--- src/rtl/core/scula_pkg.sv ---
`timescale 1ns / 1ps
`default_nettype none

package scula_pkg;

  // Address window of the chip and control byte fields
  localparam logic [15:0] WINDOW_LOW   = 16'hFE10;
  localparam logic [15:0] WINDOW_HIGH  = 16'hFE1F;
  localparam int unsigned MOTOR_POS    = 7;
  localparam int unsigned RS423_POS    = 6;

  // Counter widths and reset values
  localparam int unsigned CNT_W        = 12;
  localparam int unsigned TAPE_CNT_W   = 7;
  localparam logic [CNT_W-1:0] TX_CNT_RST = 12'd13;
  localparam logic [CNT_W-1:0] RX_CNT_RST = 12'd832;
  // Cassette receive divider of 64, times 13
  localparam logic [CNT_W-1:0] RX_TAPE_RELOAD = 12'd832;

  // Command codes
  localparam logic CMD_ACCESS = 1'b0;
  localparam logic CMD_TICK   = 1'b1;

  // Update codes
  localparam logic [1:0] UPD_NONE    = 2'd0;
  localparam logic [1:0] CTS_LOW     = 2'd1;
  localparam logic [1:0] CTS_HIGH    = 2'd2;
  localparam logic [1:0] CAR_LOST    = 2'd1;
  localparam logic [1:0] CAR_PRESENT = 2'd2;
  localparam logic [1:0] MOTOR_OFF   = 2'd1;
  localparam logic [1:0] MOTOR_ON    = 2'd2;

  // Access error codes
  localparam logic [1:0] ERR_NONE       = 2'd0;
  localparam logic [1:0] ERR_READ       = 2'd1;
  localparam logic [1:0] ERR_WRONG_ADDR = 2'd2;

  // Configuration register indexes
  localparam logic [1:0] CFG_CTL_ADDR     = 2'd0;
  localparam logic [1:0] CFG_ACIA_DIVISOR = 2'd1;
  localparam logic [1:0] CFG_ACIA_PRESENT = 2'd2;
  localparam logic [1:0] CFG_TAPE_PRESENT = 2'd3;

  typedef struct packed {
    logic        command;
    logic [15:0] address;
    logic        is_read;
    logic [7:0]  write_data;
    logic        tape_rx_bit;
    logic        tape_carrier;
    logic        acia_tx_pin;
  } item_t;

  typedef struct packed {
    logic       tx_clock_pulse;
    logic       tape_tx_valid;
    logic       tape_tx_bit;
    logic       rx_clock_pulse;
    logic       rx_bit;
    logic [1:0] cts_update;
    logic [1:0] carrier_update;
    logic [1:0] motor_update;
    logic [1:0] access_error;
    logic [7:0] control_value;
  } result_t;

  // Counter reload: 13 times the divider 1,2,4,8,16,64,128,256
  function automatic logic [CNT_W-1:0] reload_val(input logic [2:0] code);
    logic [CNT_W-1:0] val;
    case (code)
      3'd0:    val = 12'd13;
      3'd1:    val = 12'd26;
      3'd2:    val = 12'd52;
      3'd3:    val = 12'd104;
      3'd4:    val = 12'd208;
      3'd5:    val = 12'd832;
      3'd6:    val = 12'd1664;
      3'd7:    val = 12'd3328;
      default: val = 12'd13;
    endcase
    return val;
  endfunction

endpackage

`default_nettype wire

--- src/rtl/core/scula_in_stage.sv ---
`timescale 1ns / 1ps
`default_nettype none

module scula_in_stage (
  input  wire logic            clk,
  input  wire logic            rst_n,
  input  wire logic            in_valid,
  output logic                 in_ready,
  input  wire scula_pkg::item_t in_item,
  input  wire logic            take,
  output logic                 item_valid,
  output scula_pkg::item_t     item
);
  import scula_pkg::*;

  logic  valid_r;
  item_t item_r;

  // Take a new item when the stage is empty or is handing its item on
  assign in_ready   = !valid_r || take;
  assign item_valid = valid_r;
  assign item       = item_r;

  // Hold the accepted item until the core takes it
  always_ff @(posedge clk) begin
    if (!rst_n) begin
      valid_r <= 1'b0;
    end else if (in_ready) begin
      valid_r <= in_valid;
    end
  end

  always_ff @(posedge clk) begin
    if (in_valid && in_ready) begin
      item_r <= in_item;
    end
  end

endmodule

`default_nettype wire

--- src/rtl/core/scula_core.sv ---
`timescale 1ns / 1ps
`default_nettype none

module scula_core (
  input  wire logic              clk,
  input  wire logic              rst_n,
  input  wire logic              cfg_valid,
  input  wire logic [1:0]        cfg_index,
  input  wire logic [15:0]       cfg_data,
  input  wire logic              item_valid,
  input  wire scula_pkg::item_t  item,
  output logic                   take,
  input  wire logic              out_ready,
  output logic                   out_valid,
  output scula_pkg::result_t     result
);
  import scula_pkg::*;

  // Configuration registers
  logic [15:0]           ctl_addr_r;
  logic [TAPE_CNT_W-1:0] acia_div_r;
  logic                  acia_present_r;
  logic                  tape_present_r;

  // Block state
  logic [7:0]            ctrl_r,     ctrl_nxt;
  logic [CNT_W-1:0]      tx_cnt_r,   tx_cnt_nxt;
  logic [CNT_W-1:0]      rx_cnt_r,   rx_cnt_nxt;
  logic [TAPE_CNT_W-1:0] tape_cnt_r, tape_cnt_nxt;
  logic                  held_bit_r, held_bit_nxt;

  logic                  out_valid_r;
  result_t               res_r, res_nxt;

  logic                  in_window;
  logic                  tape_mode;
  logic                  new_tape_mode;
  logic [CNT_W-1:0]      tx_dec;
  logic [CNT_W-1:0]      rx_dec;
  logic [TAPE_CNT_W:0]   tape_inc;

  assign take      = item_valid && (!out_valid_r || out_ready);
  assign out_valid = out_valid_r;
  assign result    = res_r;

  assign in_window     = (item.address >= WINDOW_LOW) && (item.address <= WINDOW_HIGH);
  assign tape_mode     = !ctrl_r[RS423_POS];
  assign new_tape_mode = !item.write_data[RS423_POS];
  assign tx_dec        = tx_cnt_r - CNT_W'(1);
  assign rx_dec        = rx_cnt_r - CNT_W'(1);
  assign tape_inc      = {1'b0, tape_cnt_r} + (TAPE_CNT_W+1)'(1);

  // Apply one item to the state and build its result
  always_comb begin
    ctrl_nxt     = ctrl_r;
    tx_cnt_nxt   = tx_cnt_r;
    rx_cnt_nxt   = rx_cnt_r;
    tape_cnt_nxt = tape_cnt_r;
    held_bit_nxt = held_bit_r;
    res_nxt      = '0;
    if (item.command == CMD_ACCESS) begin
      if (in_window) begin
        if (item.is_read) begin
          res_nxt.access_error = ERR_READ;
        end else if (item.address != ctl_addr_r) begin
          res_nxt.access_error = ERR_WRONG_ADDR;
        end else begin
          ctrl_nxt   = item.write_data;
          tx_cnt_nxt = reload_val(item.write_data[2:0]);
          rx_cnt_nxt = new_tape_mode ? RX_TAPE_RELOAD : reload_val(item.write_data[5:3]);
          if (acia_present_r) begin
            res_nxt.cts_update = new_tape_mode ? CTS_LOW : CTS_HIGH;
          end
          if (tape_present_r && (ctrl_r[MOTOR_POS] != item.write_data[MOTOR_POS])) begin
            res_nxt.motor_update = item.write_data[MOTOR_POS] ? MOTOR_ON : MOTOR_OFF;
            if (acia_present_r && new_tape_mode) begin
              if (!item.write_data[MOTOR_POS]) begin
                res_nxt.carrier_update = CAR_LOST;
              end else if (item.tape_carrier) begin
                res_nxt.carrier_update = CAR_PRESENT;
              end
            end
          end
        end
      end
    end else begin
      // Transmit divider
      tx_cnt_nxt = tx_dec;
      if (tx_dec == '0) begin
        tx_cnt_nxt = reload_val(ctrl_r[2:0]);
        if (acia_present_r) begin
          res_nxt.tx_clock_pulse = 1'b1;
          if (tape_present_r && tape_mode) begin
            res_nxt.tape_tx_valid = 1'b1;
            res_nxt.tape_tx_bit   = item.acia_tx_pin;
          end
        end
      end
      // Receive divider and tape bit sampling
      rx_cnt_nxt = rx_dec;
      if (rx_dec == '0) begin
        rx_cnt_nxt = tape_mode ? RX_TAPE_RELOAD : reload_val(ctrl_r[5:3]);
        if (acia_present_r && tape_present_r && tape_mode) begin
          res_nxt.rx_clock_pulse = 1'b1;
          res_nxt.rx_bit         = held_bit_r;
          tape_cnt_nxt           = tape_inc[TAPE_CNT_W-1:0];
          if (tape_inc >= {1'b0, acia_div_r}) begin
            tape_cnt_nxt           = '0;
            held_bit_nxt           = item.tape_rx_bit;
            res_nxt.rx_bit         = item.tape_rx_bit;
            res_nxt.carrier_update = item.tape_carrier ? CAR_PRESENT : CAR_LOST;
          end
        end
      end
    end
    res_nxt.control_value = ctrl_nxt;
  end

  // Store configuration writes
  always_ff @(posedge clk) begin
    if (!rst_n) begin
      ctl_addr_r     <= WINDOW_LOW;
      acia_div_r     <= 7'd64;
      acia_present_r <= 1'b1;
      tape_present_r <= 1'b1;
    end else if (cfg_valid) begin
      case (cfg_index)
        CFG_CTL_ADDR:     ctl_addr_r     <= cfg_data;
        CFG_ACIA_DIVISOR: acia_div_r     <= cfg_data[TAPE_CNT_W-1:0];
        CFG_ACIA_PRESENT: acia_present_r <= cfg_data[0];
        CFG_TAPE_PRESENT: tape_present_r <= cfg_data[0];
        default: ;
      endcase
    end
  end

  // Advance the state on each item taken
  always_ff @(posedge clk) begin
    if (!rst_n) begin
      ctrl_r     <= '0;
      tx_cnt_r   <= TX_CNT_RST;
      rx_cnt_r   <= RX_CNT_RST;
      tape_cnt_r <= '0;
      held_bit_r <= 1'b0;
    end else if (take) begin
      ctrl_r     <= ctrl_nxt;
      tx_cnt_r   <= tx_cnt_nxt;
      rx_cnt_r   <= rx_cnt_nxt;
      tape_cnt_r <= tape_cnt_nxt;
      held_bit_r <= held_bit_nxt;
    end
  end

  // Hold the result until the receiver takes it
  always_ff @(posedge clk) begin
    if (!rst_n) begin
      out_valid_r <= 1'b0;
    end else if (take) begin
      out_valid_r <= 1'b1;
    end else if (out_ready) begin
      out_valid_r <= 1'b0;
    end
  end

  always_ff @(posedge clk) begin
    if (take) begin
      res_r <= res_nxt;
    end
  end

endmodule

`default_nettype wire

--- src/rtl/core/serial_ula_clock_and_tape_control.sv ---
// Serial control chip: clock dividers and cassette control.
// Input channel (in_*): one item per transfer, either a bus access
// (in_command 0) or a fast clock tick (in_command 1). Every item gives
// exactly one result on the out_* channel: clock pulses, tape bit, CTS,
// carrier and motor updates, access error and the control byte after the item.
// Configuration channel (cfg_*): register index and data; base address,
// serial controller divisor and the two presence flags. Always ready;
// write it only while no item is in flight.
// Path: the input register captures an item at its transfer, and the result
// register loads its result when the core takes the item, which a stall on
// the result side can delay. Throughput: one item per cycle while out_ready
// stays high; the counter decrement, compare and reload sit in combinational
// logic between the two registers.
// Stall: while out_ready is low the result register holds, the input
// register fills and then in_ready drops; no item is lost.
// Reset (rst_n low, synchronous): both channels empty, control byte 0,
// transmit count 13, receive count 832, configuration to its defaults.
`timescale 1ns / 1ps
`default_nettype none

module serial_ula_clock_and_tape_control (
  input  wire logic        clk,
  input  wire logic        rst_n,
  input  wire logic        cfg_valid,
  output logic             cfg_ready,
  input  wire logic [1:0]  cfg_index,
  input  wire logic [15:0] cfg_data,
  input  wire logic        in_valid,
  output logic             in_ready,
  input  wire logic        in_command,
  input  wire logic [15:0] in_address,
  input  wire logic        in_is_read,
  input  wire logic [7:0]  in_write_data,
  input  wire logic        in_tape_rx_bit,
  input  wire logic        in_tape_carrier,
  input  wire logic        in_acia_tx_pin,
  output logic             out_valid,
  input  wire logic        out_ready,
  output logic             out_tx_clock_pulse,
  output logic             out_tape_tx_valid,
  output logic             out_tape_tx_bit,
  output logic             out_rx_clock_pulse,
  output logic             out_rx_bit,
  output logic [1:0]       out_cts_update,
  output logic [1:0]       out_carrier_update,
  output logic [1:0]       out_motor_update,
  output logic [1:0]       out_access_error,
  output logic [7:0]       out_control_value
);
  import scula_pkg::*;

  item_t   in_item;
  item_t   item;
  logic    item_valid;
  logic    take;
  result_t result;

  assign cfg_ready = 1'b1;

  // Gather the input fields
  assign in_item.command      = in_command;
  assign in_item.address      = in_address;
  assign in_item.is_read      = in_is_read;
  assign in_item.write_data   = in_write_data;
  assign in_item.tape_rx_bit  = in_tape_rx_bit;
  assign in_item.tape_carrier = in_tape_carrier;
  assign in_item.acia_tx_pin  = in_acia_tx_pin;

  scula_in_stage u_in_stage (
    .clk        (clk),
    .rst_n      (rst_n),
    .in_valid   (in_valid),
    .in_ready   (in_ready),
    .in_item    (in_item),
    .take       (take),
    .item_valid (item_valid),
    .item       (item)
  );

  scula_core u_core (
    .clk        (clk),
    .rst_n      (rst_n),
    .cfg_valid  (cfg_valid),
    .cfg_index  (cfg_index),
    .cfg_data   (cfg_data),
    .item_valid (item_valid),
    .item       (item),
    .take       (take),
    .out_ready  (out_ready),
    .out_valid  (out_valid),
    .result     (result)
  );

  // Spread the result over the output ports
  assign out_tx_clock_pulse = result.tx_clock_pulse;
  assign out_tape_tx_valid  = result.tape_tx_valid;
  assign out_tape_tx_bit    = result.tape_tx_bit;
  assign out_rx_clock_pulse = result.rx_clock_pulse;
  assign out_rx_bit         = result.rx_bit;
  assign out_cts_update     = result.cts_update;
  assign out_carrier_update = result.carrier_update;
  assign out_motor_update   = result.motor_update;
  assign out_access_error   = result.access_error;
  assign out_control_value  = result.control_value;

endmodule

`default_nettype wire

--- config.mk ---
export PLATFORM = sky130hd
export DESIGN_NAME = serial_ula_clock_and_tape_control
export DESIGN_NICKNAME = d
export VERILOG_FILES = /design/src/rtl/core/scula_pkg.sv /design/src/rtl/core/scula_in_stage.sv /design/src/rtl/core/scula_core.sv /design/src/rtl/core/serial_ula_clock_and_tape_control.sv
export SDC_FILE = /design/constraint.sdc
export NUM_CORES = 1
export LEC_CHECK = 0
export ABC_CLOCK_PERIOD_IN_PS = 2800
export BUFFER_PORTS_ARGS = -buffer_cell sky130_fd_sc_hd__buf_2
export CORE_MARGIN = 1.5
export CORE_UTILIZATION = 45
export CTS_BUF_LIST = sky130_fd_sc_hd__clkbuf_8
export DETAILED_ROUTE_END_ITERATION = 10
export GPL_TIMING_DRIVEN = 0
export SETUP_SLACK_MARGIN = 0.4
export SYNTH_ARGS = -nofsm -noshare
export SYNTH_HDL_FRONTEND = slang
export SYNTH_HIERARCHICAL = 1
export SYNTH_SLANG_ARGS = --single-unit
--- constraint.sdc ---
create_clock -name clk -period 2.8 [get_ports clk]
set_clock_uncertainty 0.2 [all_clocks]
set_input_delay 0.56 -clock clk [delete_from_list [all_inputs] [get_ports clk]]
set_output_delay 0.56 -clock clk [all_outputs]
set_load 0.01 [all_outputs]
**Yosys cells after proc, flatten, opt, wreduce, memory -nomap -nowiden**

Memories as Yosys holds them, arrays and structs flattened. A register that Yosys moved wholly into a read port is not among the register bits.
Index checks and enable logic that the tools add are counted.

- Add/subtract/negate cells: 3
- Magnitude comparators: 3
- Equal/unequal tests: 7
- Muxes and demuxes: 45
- Bitwise operators: 3
- Reduce and logical (&&, ||, !) cells: 34

Operators with widths:

| operator | number |
|---|---|
| 12-bit two-way mux | 12 |
| 8-bit two-way mux | 4 |
| 2-bit two-way mux | 14 |
| 12-bit logical NOT | 2 |
| 12-bit by 1-bit subtractor with 12-bit output, second input constant | 2 |
| 3-bit two-way mux | 7 |
| 16-bit greater-or-equal comparator, second input constant | 1 |
| 16-bit <= comparator, second input constant | 1 |
| 16-bit != test | 1 |
| 4-bit two-way mux | 3 |
| 2-bit AND reduction | 6 |
| 4-bit AND reduction | 3 |
| 5-bit OR reduction | 2 |
| 7-bit by 1-bit adder with 8-bit output, second input constant | 1 |
| 8-bit by 7-bit greater-or-equal comparator with 1-bit output | 1 |
| 1-bit logical AND | 8 |
| 7-bit two-way mux | 1 |
| 6-bit two-way mux | 1 |
| 3-bit AND reduction | 2 |
| 2-bit equality test, second input constant | 2 |
| 1-bit logical NOT | 4 |
| 2-bit nonzero test | 2 |
| 1-bit two-way mux | 3 |
| 1-bit inverter | 3 |
| 8 further kinds | 9 |

- Bits in registers: 117
- Bits in read-only memories: 384
- Output and inout port bits: 24
- Word-level logic and storage cells: 128
- Memories: 4

Memories:

| memory | depth | width | read ports | clocked after memory_dff | write ports | line | source |
|---|---|---|---|---|---|---|---|
| (name not given) | 8 | 12 | 1 | 1 | 0 | scula_pkg.sv:70 | `case (code)` |
| (name not given) | 8 | 12 | 1 | 1 | 0 | scula_pkg.sv:70 |  |
| (name not given) | 8 | 12 | 1 | 1 | 0 | scula_pkg.sv:70 |  |
| (name not given) | 8 | 12 | 1 | 1 | 0 | scula_pkg.sv:70 |  |

**Longest topological paths before layout**

Gate-level depths: netlist of run 1.

- Depth after elaboration: 8
- Mapped depth: 11

**By module**

Netlist of run 1, hierarchy kept.

By module, submodules not included:

| module | instances | cells each | area each (um2) | seq. area each (um2) |
|---|---|---|---|---|
| scula_core | 1 | 679 | 5959.5 | 2432.3 |
| scula_in_stage | 1 | 34 | 928.4 | 890.9 |
| serial_ula_clock_and_tape_control | 1 | 2 | 11.3 | 0.0 |

**Worst setup path before layout of run 1**

Ideal clock, no wire load.

- Kind: reg2reg
- From: register u_core.rx_cnt_r[0]
- To: register u_core.tape_cnt_r[2]
- Setup time: 0.073 ns
- Arrival: 2.336 ns
- Path slack: 0.191 ns
- Cell stages (with the launch flop): 10
- Buffers on the path: 1
- Cells stage by stage: dfxtp_1 -> inv_1 -> ha_1 -> nor2b_1 -> a221oi_2 -> a2111oi_2 -> or4b_1 -> buf_2 -> or2_4 -> o22ai_2

- Cells in the longest elaborated chain, start to end: 3

Ends and longest elaborated chain:

| what | line | source |
|---|---|---|
| start: declaration | scula_core.sv:28 | `logic [CNT_W-1:0] rx_cnt_r, rx_cnt_nxt;` |
| start signal: assignment | scula_core.sv:148 | `rx_cnt_r <= rx_cnt_nxt;` |
| 12-bit by 1-bit subtractor with 12-bit output | scula_core.sv:50 | `assign rx_dec = rx_cnt_r - CNT_W'(1);` |
| 12-bit logical NOT | scula_core.sv:101 | `if (rx_dec == '0) begin` |
| 4-bit AND reduction (no line) | - |  |
| end signal: assignment | scula_core.sv:149 | `tape_cnt_r <= tape_cnt_nxt;` |
| end: declaration | scula_core.sv:29 | `logic [TAPE_CNT_W-1:0] tape_cnt_r, tape_cnt_nxt;` |

No other way between the ends.
A chain may end at the register's enable or synchronous reset.

**Worst setup path in the final report of run 1**

- From: register u_core.rx_cnt_r[1]
- To: register u_core.tape_cnt_r[2]

Same word-level chain as after synthesis.

==> reports/metrics.yaml, run 1 <==
status: "complete, no violations"
cp-start-kind: "flip-flop"
cts.sinks: 141
finish.net_count: 979
first_iter_violations: 514
viasPerCell: 5.91
cts_tree: "done"
maxCapViolations: 0
fmax_mhz: 377
grt_pass1_wl_um: 32300
pre_cts_slack_ps: -280
met2_usage_pct: 43.4
final_core_util_pct: 65.8
timing.final.ws_setup_ps: 145
clkTransAtPathRegs_ps: 90
dr_total_vias: 6549
rows: 45
die_area_um2: 16100
finalSetupViolCount: 0
grt.met1_usage_pct: 32.2
layout_min_cycle_time_ps: 2650
synth-edff-count: 50
dieWidth_um: 127
placed_cell_area_um2: 7580
final_area_um2: 9930
yosysUniqueCellTypes: 79
clockRootBuffer: "clkbuf_8"
hold_buffers: 0
drv_slew: 0
synth-seq-cells: 141
layout-drive-gt1-share_pct: 42.3
crit_arrival_ps: 2840
grt_start_max_net_pins: 30
crit_type: "reg -> reg"
track_usage_pct: 26.0
clk_path_buf_depth: 2
numCtsBuffers: 17
p_leak_uw: 0.00394
ir_worst_vdd_uv: 399
worst-slew-pin-transition_ps: 808
fin_setup_tns_ps: 0
grt_setup_unrepaired: "yes"
dp_hpwl_um: 13900
wl_um: 21900
dominantRegCellSynth: "dfxtp_1"
area_growth_pct: 43.9
ys_seq_area_share_pct: 48.2
hold_violations: 0
min_path_type: "in -> reg"
powerDensity_nw_per_um2: 488
io_pins: 76
start_util_pct: 45.7
drc_errors: 0
timing.slew.headroom_pct: 46.1
synth_cells: 715
first_pass_iters: 5
required_ps: 2990
core_um2: 15100
ant_nets: 0
synth_fp_nets: 787
grtUsageMet3_pct: 5.40
busiest_layer: "met2"
place_congestion: 0.892
syn_avg_cell_area_um2: 9.65
synth_area_um2: 6900
antennaDiodeCount: 0
finalPower_uw: 4850
portBuffers: 74
grt_pass1_vias: 6370
wire_per_inst_um: 19.8
ys_warn_count: 6
worstPathMaxFanout: 6
clock_latency_ps: 470
async_reset_ff_share_pct: 0
critPathCaptureType: "flip-flop"
period_share_pct: 94.8
ctsHtreeMaxLevel: 4
overflow: 0
antenna_found_initial: 0
fp.dieH_um: 127
-- layer usage --
metal / wire [µm] / vias up
met2: 10600 / 281
met1: 9210 / 3207
met4: 794 / 0
met3: 1290 / 63
met5: 0 / -
li1: - / 2998
-- synthesized netlist by cell type (3+ instances only) --
library cell  number  area share (%)
a211o_1            3            0.38
a211oi_1           3            0.33
a21o_1             4            0.44
a21oi_1           49             3.6
a22oi_1            4            0.44
a31oi_1           14             1.3
and2_1             7            0.63
and3_1             8            0.73
buf_1              5            0.27
buf_2              4            0.29
clkbuf_1          27             1.5
dfxtp_1           91              26
edfxtp_1          50              22
ha_1              20             3.6
inv_1             28             1.5
mux2i_1           15             2.2
nand2_1           72             3.9
nand2b_1           5            0.45
nand3_1           32             2.3
nand3b_1           7            0.76
nand4_1           13             1.2
nand4b_1           3            0.38
nor2_1            38             2.1
nor2b_1            8            0.73
nor3_1            16             1.2
nor3b_1            3            0.33
nor4_1            10            0.91
nor4_2             3            0.54
nor4_4             3            0.92
o211ai_1           6            0.65
o21a_1             3            0.33
o21ai_0           20             1.5
o21ai_1           19             1.4
o22ai_1            5            0.45
o31ai_1           10             1.1
o32ai_1            5            0.63
o41ai_1            3            0.38
or2_1              3            0.27
or3_1              8            0.73
or4_1              3            0.33
xnor2_1           14             1.8
xor2_1            28             3.6
-- power breakdown --
group | total [µW] | switching (µW) | internal, µW
Sequential | 2280 | 84.0 | 2200
Clock | 1920 | 846 | 1080
Combinational | 642 | 370 | 272
-- area by class of cell --
class,instances,area [µm²]
inverter,30,128
clock inverter,15,235
clock buffer,17,234
buffer,38,300
sequential,141,3360
multi-input combinational,506,4170
fill,1152,5160
tap,188,235
timing repair inverter,1,6.26
timing repair buffer,172,1260
-- metrics by stage --
stage / instances / hold WS, ps
2_1_floorplan: 715 / 235
3_5_place_dp: 977 / 267
3_3_place_gp: 977 / 262
6_report: 1108 / 65.3
4_1_cts: 1063 / 42.1
5_1_grt: 1108 / 39.6
-- worst max-delay path, cell delays in order, from the launching register on --
cell and delay, ps:
dfxtp_4 380, inv_4 70, ha_4 170, nor4b_4 250, nor2_2 90, a2111oi_4 370
or4b_4 510, buf_6 150, or2_4 250, o22ai_2 130
-- path summary, 6_finish.rpt --
check / start / endpoint / slack (ps) / depth (start not counted)
worst min-delay path: in_address[3] / u_in_stage/item[15]$_DFFE_PP_ / 70 / 1
worst max register to register: u_core/rx_cnt_r[1]$_SDFFE_PN0P_ / u_core/tape_cnt_r[2]$_SDFFE_PN0P_ / 150 / 9
worst min register to register: u_core/ctl_addr_r[1]$_SDFFE_PN0P_ / u_core/ctl_addr_r[1]$_SDFFE_PN0P_ / 280 / 2
worst max-delay path: u_core/rx_cnt_r[1]$_SDFFE_PN0P_ / u_core/tape_cnt_r[2]$_SDFFE_PN0P_ / 150 / 9
-- logic make-up (layout without fill, tap and decap cells) --
family                   count (synthesis)  after routing  synth area share [%]
other                                    1              1                0.0544
AND/OR/NAND/NOR                        257            257                  20.6
buffers and inverters                   68            273                  3.84
AO/OA/AOI/OAI                          168            168                  15.6
flip-flops                             141            141                  48.2
multiplexers                            17             17                  2.50
XOR/XNOR                                43             43                  5.57
adder cells (fa/ha/maj)                 20             20                  3.63
-- layout by cell type, fill, tap and decap left out, drive strengths merged, types with 7 or more instances in the layout --
cell	Yosys	final
and3	8	8
nand3	32	32
nor4	16	16
nor2	38	38
o21ai	39	39
nand4	13	13
clkbuf	28	38
dfxtp	91	91
nand2	72	72
ha	20	20
nor2b	8	8
nor3	17	17
inv	30	35
edfxtp	50	50
mux2i	15	15
xnor2	15	15
nand3b	7	7
or3	8	8
a31oi	14	14
a21oi	50	50
o31ai	10	10
buf	10	188
xor2	28	28
and2	8	8
-- timing repair --
action / CTS / global route
endpoints found under the hold margin: 0 / 0
pin swaps: 53 / 78
setup endpoints to repair: 86 / 93
cloned: 4 / 1
buffers inserted: 50 / 44
gates resized for setup: 129 / 140
No activity file was read; power rests on OpenSTA's default activity.
==> run 2, diff against run 1 <==
--- a/config.mk
+++ b/config.mk
@@ -5,14 +5,16 @@
 export SDC_FILE = /design/constraint.sdc
 export NUM_CORES = 1
 export LEC_CHECK = 0
-export ABC_CLOCK_PERIOD_IN_PS = 2800
+export ABC_CLOCK_PERIOD_IN_PS = 2100
 export BUFFER_PORTS_ARGS = -buffer_cell sky130_fd_sc_hd__buf_2
 export CORE_MARGIN = 1.5
 export CORE_UTILIZATION = 45
 export CTS_BUF_LIST = sky130_fd_sc_hd__clkbuf_8
 export DETAILED_ROUTE_END_ITERATION = 10
 export GPL_TIMING_DRIVEN = 0
+export PLACE_DENSITY = 0.66
 export SETUP_SLACK_MARGIN = 0.4
+export SLEW_MARGIN = 10
 export SYNTH_ARGS = -nofsm -noshare
 export SYNTH_HDL_FRONTEND = slang
 export SYNTH_HIERARCHICAL = 1
==> constraint.sdc (replaced) <==
create_clock -name clk -period 2.1 [get_ports clk]
set_clock_uncertainty 0.2 [all_clocks]
set_input_delay 0.42 -clock clk [delete_from_list [all_inputs] [get_ports clk]]
set_output_delay 0.42 -clock clk [all_outputs]
set_load 0.01 [all_outputs]
==> reports/metrics.yaml, run 2 (synthesis gave the netlist of run 1 again) <==
numCtsBuffers: 17  # unchanged
final_area_um2: 10400  # +4.8%
drv_slew: 0  # unchanged
track_usage_pct: 27.3  # +1.3 points
first_iter_violations: 748  # +46%
combPwrFrac_pct: 16.3  # +3.0 points
ctsHtreeMaxLevel: 4  # unchanged
worst-slew-pin-transition_ps: 812  # +3.14 ps
final_cells: 1157  # +4.4%
antennaDiodeCount: 0  # unchanged
r2r-start: "u_core/rx_cnt_r[7]$_SDFFE_PN0P_"
viasPerCell: 5.88  # -0.54%
grt_setup_unrepaired: "yes"
regArea_um2: 3370  # +0.37%
crit_type: "reg -> reg"
clk_path_buf_depth: 2  # unchanged
ir_worst_vdd_uv: 441  # +11%
clock_latency_ps: 470  # about the same
start_util_pct: 45.7  # unchanged
reg2reg_to: "u_core/tape_cnt_r[2]$_SDFFE_PN0P_"
rows: 45  # unchanged
overflow: 0  # unchanged
place_congestion: 0.908  # +1.8%
wire_per_inst_um: 20.3  # +2.8%
switching_share_pct: 28.2  # +1.4 points
powerDensity_nw_per_um2: 579  # +19%
grt_start_max_net_pins: 17  # -43%
io_pins: 76  # unchanged
p_clk_share_pct: 33.1  # -6.5 points
core_um2: 15100  # unchanged
critPathCaptureType: "flip-flop"
holdCritStartpoint: "rst_n"
fmax_mhz: 365  # -3.1%
fp.dieH_um: 127  # unchanged
grt_pass1_wl_um: 33800  # +4.5%
ff2ff_path_depth: 7  # -2
maxCapViolations: 0  # unchanged
dp_hpwl_um: 13800  # -0.29%
required_ps: 2290  # -700 ps
crit_arrival_ps: 2930  # +90 ps
grt_pass1_vias: 6629  # +4.1%
n_fill_cell: 1065  # -7.6%
placed_cell_area_um2: 7880  # +4.0%
min_path_type: "in -> reg"
p_leak_uw: 0.00412  # +4.7%
status: "finished, violations left"
violations: "setup timing"
clkTransAtPathRegs_ps: 70  # -20 ps
hold-path-cell-count: 2  # +1
cts.sinks: 141  # unchanged
dr_total_vias: 6802  # +3.9%
intPower_uw: 4320  # +22%
worstPathMaxFanout: 6  # unchanged
cp-start-kind: "flip-flop"
wl_um: 23500  # +7.4%
period_share_pct: 131  # +36 points
drc_errors: 0  # unchanged
layout-drive-gt1-share_pct: 42.6  # +0.34 points
multiInputGateArea_um2: 4230  # +1.5%
timing.slew.headroom_pct: 45.9  # -0.21 points
final_common_cell: "buf_2"
finish.net_count: 1028  # +5.0%
portBuffers: 74  # unchanged
ant_nets: 0  # unchanged
mostFrequentLayoutCells: "buf_2 (76), dfxtp_1 (73), buf_4 (67), nand2_1 (53), edfxtp_1 (50)"
whs_ps: 19.0  # -46.2 ps
area_growth_pct: 50.9
finalPower_uw: 6020  # +24%
clockRootBuffer: "clkbuf_8"
dp.cells: 977  # unchanged
r2r_slack_ps: -640  # -790 ps
hold_violations: 0  # unchanged
p_switching_uw: 1700  # +31%
min_to: "u_in_stage/item_valid$_SDFFE_PN0P_"
die_area_um2: 16100  # unchanged
cts_tree: "done"
dieWidth_um: 127  # unchanged
layout_min_cycle_time_ps: 2740  # +86.0 ps
first_pass_iters: 6  # +1
finalSetupViolCount: 84  # +84
timing.final.ws_setup_ps: -641  # -786 ps
antenna_found_initial: 0  # unchanged
power_frac_seq_pct: 50.6  # +3.5 points
-- run 2: changes by cell type in the layout (fill, tap and decap cells not counted), moves of 4 or more --
cell           before  now
a21oi_1            31   25
a21oi_2            16   23
buf_4              71   67
buf_6              25   30
bufinv_16           5    1
clkinv_2            0    4
dfxtp_1            77   73
dlygate4sd3_1       0   43
-- run 2: how the worst max path moves through the flow --
stage | startpoint | end | slack [ps] | depth (start not counted)
after floorplan | u_core/rx_cnt_r[1]$_SDFFE_PN0P_ | u_core/tape_cnt_r[2]$_SDFFE_PN0P_ | -300 | 9
after global placement | u_core/rx_cnt_r[1]$_SDFFE_PN0P_ | u_core/tape_cnt_r[2]$_SDFFE_PN0P_ | -770 | 9
after detailed placement | rst_n | flip-flop | -780 | 6
after CTS | u_core/rx_cnt_r[7]$_SDFFE_PN0P_ | u_core/tape_cnt_r[2]$_SDFFE_PN0P_ | -560 | 7
after global routing | u_core/rx_cnt_r[7]$_SDFFE_PN0P_ | u_core/tape_cnt_r[2]$_SDFFE_PN0P_ | -650 | 7
final | u_core/rx_cnt_r[7]$_SDFFE_PN0P_ | u_core/tape_cnt_r[2]$_SDFFE_PN0P_ | -640 | 7
-- run 2: repair_timing --
| item | CTS | global route |
|---|---|---|
| pin swaps | 51 | 41 |
| hold buffers | 43 | 0 |
| endpoints found under the hold margin | 45 | 0 |
| resized for setup | 106 | 124 |
| setup buffers | 44 | 50 |
| setup endpoints to repair | 130 | 117 |
| cloned | 8 | 3 |
-- run 2: power by group through the flow --
stage | Sequential, µW | Clock (µW) | Combinational, µW
floorplan | 3090 | 0 | 430
finish | 3050 | 1990 | 983
global route | 3060 | 2130 | 1040
detailed placement | 3110 | 0 | 647
global placement | 3110 | 0 | 633
CTS | 3050 | 2010 | 844
-- run 2: through the flow --
| stage | utilization (%) | setup slack [ps] | setup TNS [ps] |
|---|---|---|---|
| after detailed placement | 52.2 | -780 | -40280 |
| final | 69.0 | -641 | -31070 |
| after global routing | 69.0 | -649 | -39670 |
| after CTS | 63.3 | -560 | -26450 |
| after global placement | 52.2 | -772 | -37880 |
| after floorplan | - | -298 | -7500 |
-- run 2: critical path, cell delays in order (launching register included) --
cell	delay, ps
dfxtp_4	370
nor4_4	450
nand3_2	160
a2111oi_4	410
or4b_4	520
buf_8	150
or2_4	250
o22ai_2	150
-- run 2: layout make-up --
type,instances,area share [%]
Clock inverter,14,1.01
Multi-Input combinational cell,509,40.7
Sequential cell,141,32.4
Inverter,30,1.31
Clock buffer,18,2.38
Timing Repair Buffer,217,16.7
Buffer,38,3.08
Tap cell,188,2.26
Timing Repair inverter,2,0.168
-- run 2: layer usage --
layer / up-vias / wire length [µm] / track usage (%)
met5: - / 0 / 0
met4: 0 / 776 / 11.7
met3: 68 / 2070 / 7.09
met2: 381 / 11300 / 46.0
met1: 3254 / 9400 / 33.2
li1: 3099 / - / -
==> run 3, diff against run 2 <==
--- a/config.mk
+++ b/config.mk
@@ -12,8 +12,7 @@
 export CTS_BUF_LIST = sky130_fd_sc_hd__clkbuf_8
 export DETAILED_ROUTE_END_ITERATION = 10
 export GPL_TIMING_DRIVEN = 0
-export PLACE_DENSITY = 0.66
-export SETUP_SLACK_MARGIN = 0.4
+export PLACE_DENSITY_LB_ADDON = 0.2
 export SLEW_MARGIN = 10
 export SYNTH_ARGS = -nofsm -noshare
 export SYNTH_HDL_FRONTEND = slang
==> reports/metrics.yaml, run 3 (synthesis gave the netlist of run 1 again) <==
status: "finished, violations left"
violations: "setup timing"
finalSetupViolCount: 90  # +7.1%
p_switching_uw: 1760  # +3.4%
rows: 45  # unchanged
intPower_uw: 4540  # +5.0%
period_share_pct: 127  # -3.4 points
layout-drive-gt1-share_pct: 39.7  # -2.9 points
first_pass_iters: 7  # +1
portBuffers: 74  # unchanged
final_common_cell: "buf_2"
dr_total_vias: 6610  # -2.8%
clockRootBuffer: "clkbuf_8"
p_leak_uw: 0.00404  # -2.1%
wl_um: 22400  # -4.8%
whs_ps: 54.9  # +35.9 ps
viasPerCell: 5.84  # -0.59%
layout_min_cycle_time_ps: 2670  # -70.4 ps
worst-slew-pin-transition_ps: 859  # +47.1 ps
antenna_found_initial: 1  # +1
hold_violations: 0  # unchanged
clk_path_buf_depth: 2  # unchanged
switching_share_pct: 27.9  # -0.32 points
crit_arrival_ps: 2870  # -60 ps
drc_errors: 0  # unchanged
timing.final.ws_setup_ps: -570  # +70.4 ps
grt_setup_unrepaired: "yes"
clkTransAtPathRegs_ps: 80  # about the same
clock_latency_ps: 480  # about the same
combPwrFrac_pct: 14.5  # -1.8 points
dieWidth_um: 127  # unchanged
ant_nets: 0  # unchanged
worstPathMaxFanout: 7  # +1
area_growth_pct: 50.0
maxCapViolations: 0  # unchanged
grt_start_max_net_pins: 30  # +13
required_ps: 2300  # about the same
power_frac_seq_pct: 48.5  # -2.1 points
n_fill_cell: 1084  # +1.8%
timing.slew.headroom_pct: 42.8  # -3.1 points
io_pins: 76  # unchanged
overflow: 0  # unchanged
fin_setup_tns_ps: -33560  # -2480 ps
wire_per_inst_um: 19.8  # -2.6%
crit_type: "reg -> reg"
finalPower_uw: 6300  # +4.5%
numCtsBuffers: 17  # unchanged
p_clk_share_pct: 37.0  # +3.9 points
core_um2: 15100  # unchanged
finish.net_count: 1001  # -2.6%
min_path_type: "in -> reg"
place_congestion: 0.936  # +3.1%
ir_worst_vdd_uv: 431  # -2.2%
mostFrequentLayoutCells: "buf_2 (76), dfxtp_1 (72), nand2_1 (59), edfxtp_1 (50), dlygate4sd3_1 (47)"
cts.sinks: 141  # unchanged
die_area_um2: 16100  # unchanged
track_usage_pct: 27.8  # +0.45 points
start_util_pct: 45.7  # unchanged
fp.dieH_um: 127  # unchanged
powerDensity_nw_per_um2: 608  # +5.2%
grt_pass1_wl_um: 34400  # +1.8%
ctsHtreeMaxLevel: 4  # unchanged
fmax_mhz: 374  # +2.6%
first_iter_violations: 768  # +2.7%
cts_tree: "done"
dp_hpwl_um: 13800  # -0.27%
grt_pass1_vias: 6665  # +0.54%
critPathCaptureType: "flip-flop"
cp-start-kind: "flip-flop"
drv_slew: 0  # unchanged
pre_cts_slack_ps: -918  # -138 ps
## run 3: cell types whose count changed in the layout (fill, tap and decap cells not counted), sizes merged
cell         previous run  this run
diode                   0         1
buf                   186       159
clkinv                  8         7
inv                    34        36
bufinv                  1         3
clkinvlp                3         0
and2                   11         8
dlygate4sd3            43        47
clkbuf                 43        42
## run 3: worst max-delay path, cell delays in order (launching register included)
cell and delay (ps):
dfxtp_4 420, inv_4 50, ha_4 180, xnor2_4 160
nand3_2 120, a2111oi_4 450, or4b_4 590, or2_4 290
o22ai_2 130
## run 3: metrics by stage
stage,area [µm²],util [%],std cells
after CTS,9960,66.0,1121
final,10300,68.6,1131
after detailed placement,7810,51.8,977
after global routing,10300,68.6,1131
after global placement,7810,51.8,977
after floorplan,7210,-,715
## run 3: metal layers
layer,up-vias,share of wire (%),global-route usage [%]
li1,3047,-,-
met1,3219,43,35.1
met2,289,48,46.3
met3,55,6.4,6.37
met4,0,2.3,11.0
met5,-,0,0
## run 3: area by class of cell
type	instances	area, µm²	share of cell area (%)
well taps	188	235	2.27
clock inverters	15	185	1.79
flip-flops and latches	141	3370	32.6
plain buffers	35	312	3.01
clock buffers	17	234	2.26
diodes	1	2.50	0.0242
repair inverters	1	6.26	0.0605
multi-input cells	506	4270	41.3
inverters	30	125	1.21
repair buffers	197	1600	15.5
## run 3: power by group through the flow
| stage | Combinational, µW | Clock [µW] | Sequential (µW) |
|---|---|---|---|
| floorplan | 418 | 0 | 3090 |
| global placement | 617 | 0 | 3100 |
| detailed placement | 632 | 0 | 3110 |
| CTS | 849 | 2350 | 3050 |
| global route | 975 | 2470 | 3070 |
| finish | 914 | 2330 | 3050 |
## run 3: timing repair
item                       in CTS  in global routing
gates resized for setup       151                 86
cloned                          9                  0
setup endpoints to repair     129                101
hold endpoints to repair       48                  0
hold buffers                   47                  0
buffers inserted               58                 13
pin swaps                      73                 38
## run 3: path summary, 6_finish.rpt
kind / start / end / slack [ps] / depth (start not counted)
setup reg to reg: u_core/rx_cnt_r[0]$_SDFFE_PN0P_ / u_core/tape_cnt_r[2]$_SDFFE_PN0P_ / -570 / 8
setup / recovery: u_core/rx_cnt_r[0]$_SDFFE_PN0P_ / u_core/tape_cnt_r[2]$_SDFFE_PN0P_ / -570 / 8
hold / removal: cfg_index[0] / u_core/acia_present_r$_SDFFE_PN1P_ / 50 / 2
hold reg to reg: flip-flop / u_core/rx_cnt_r[0]$_SDFFE_PN0P_ / 260 / 2
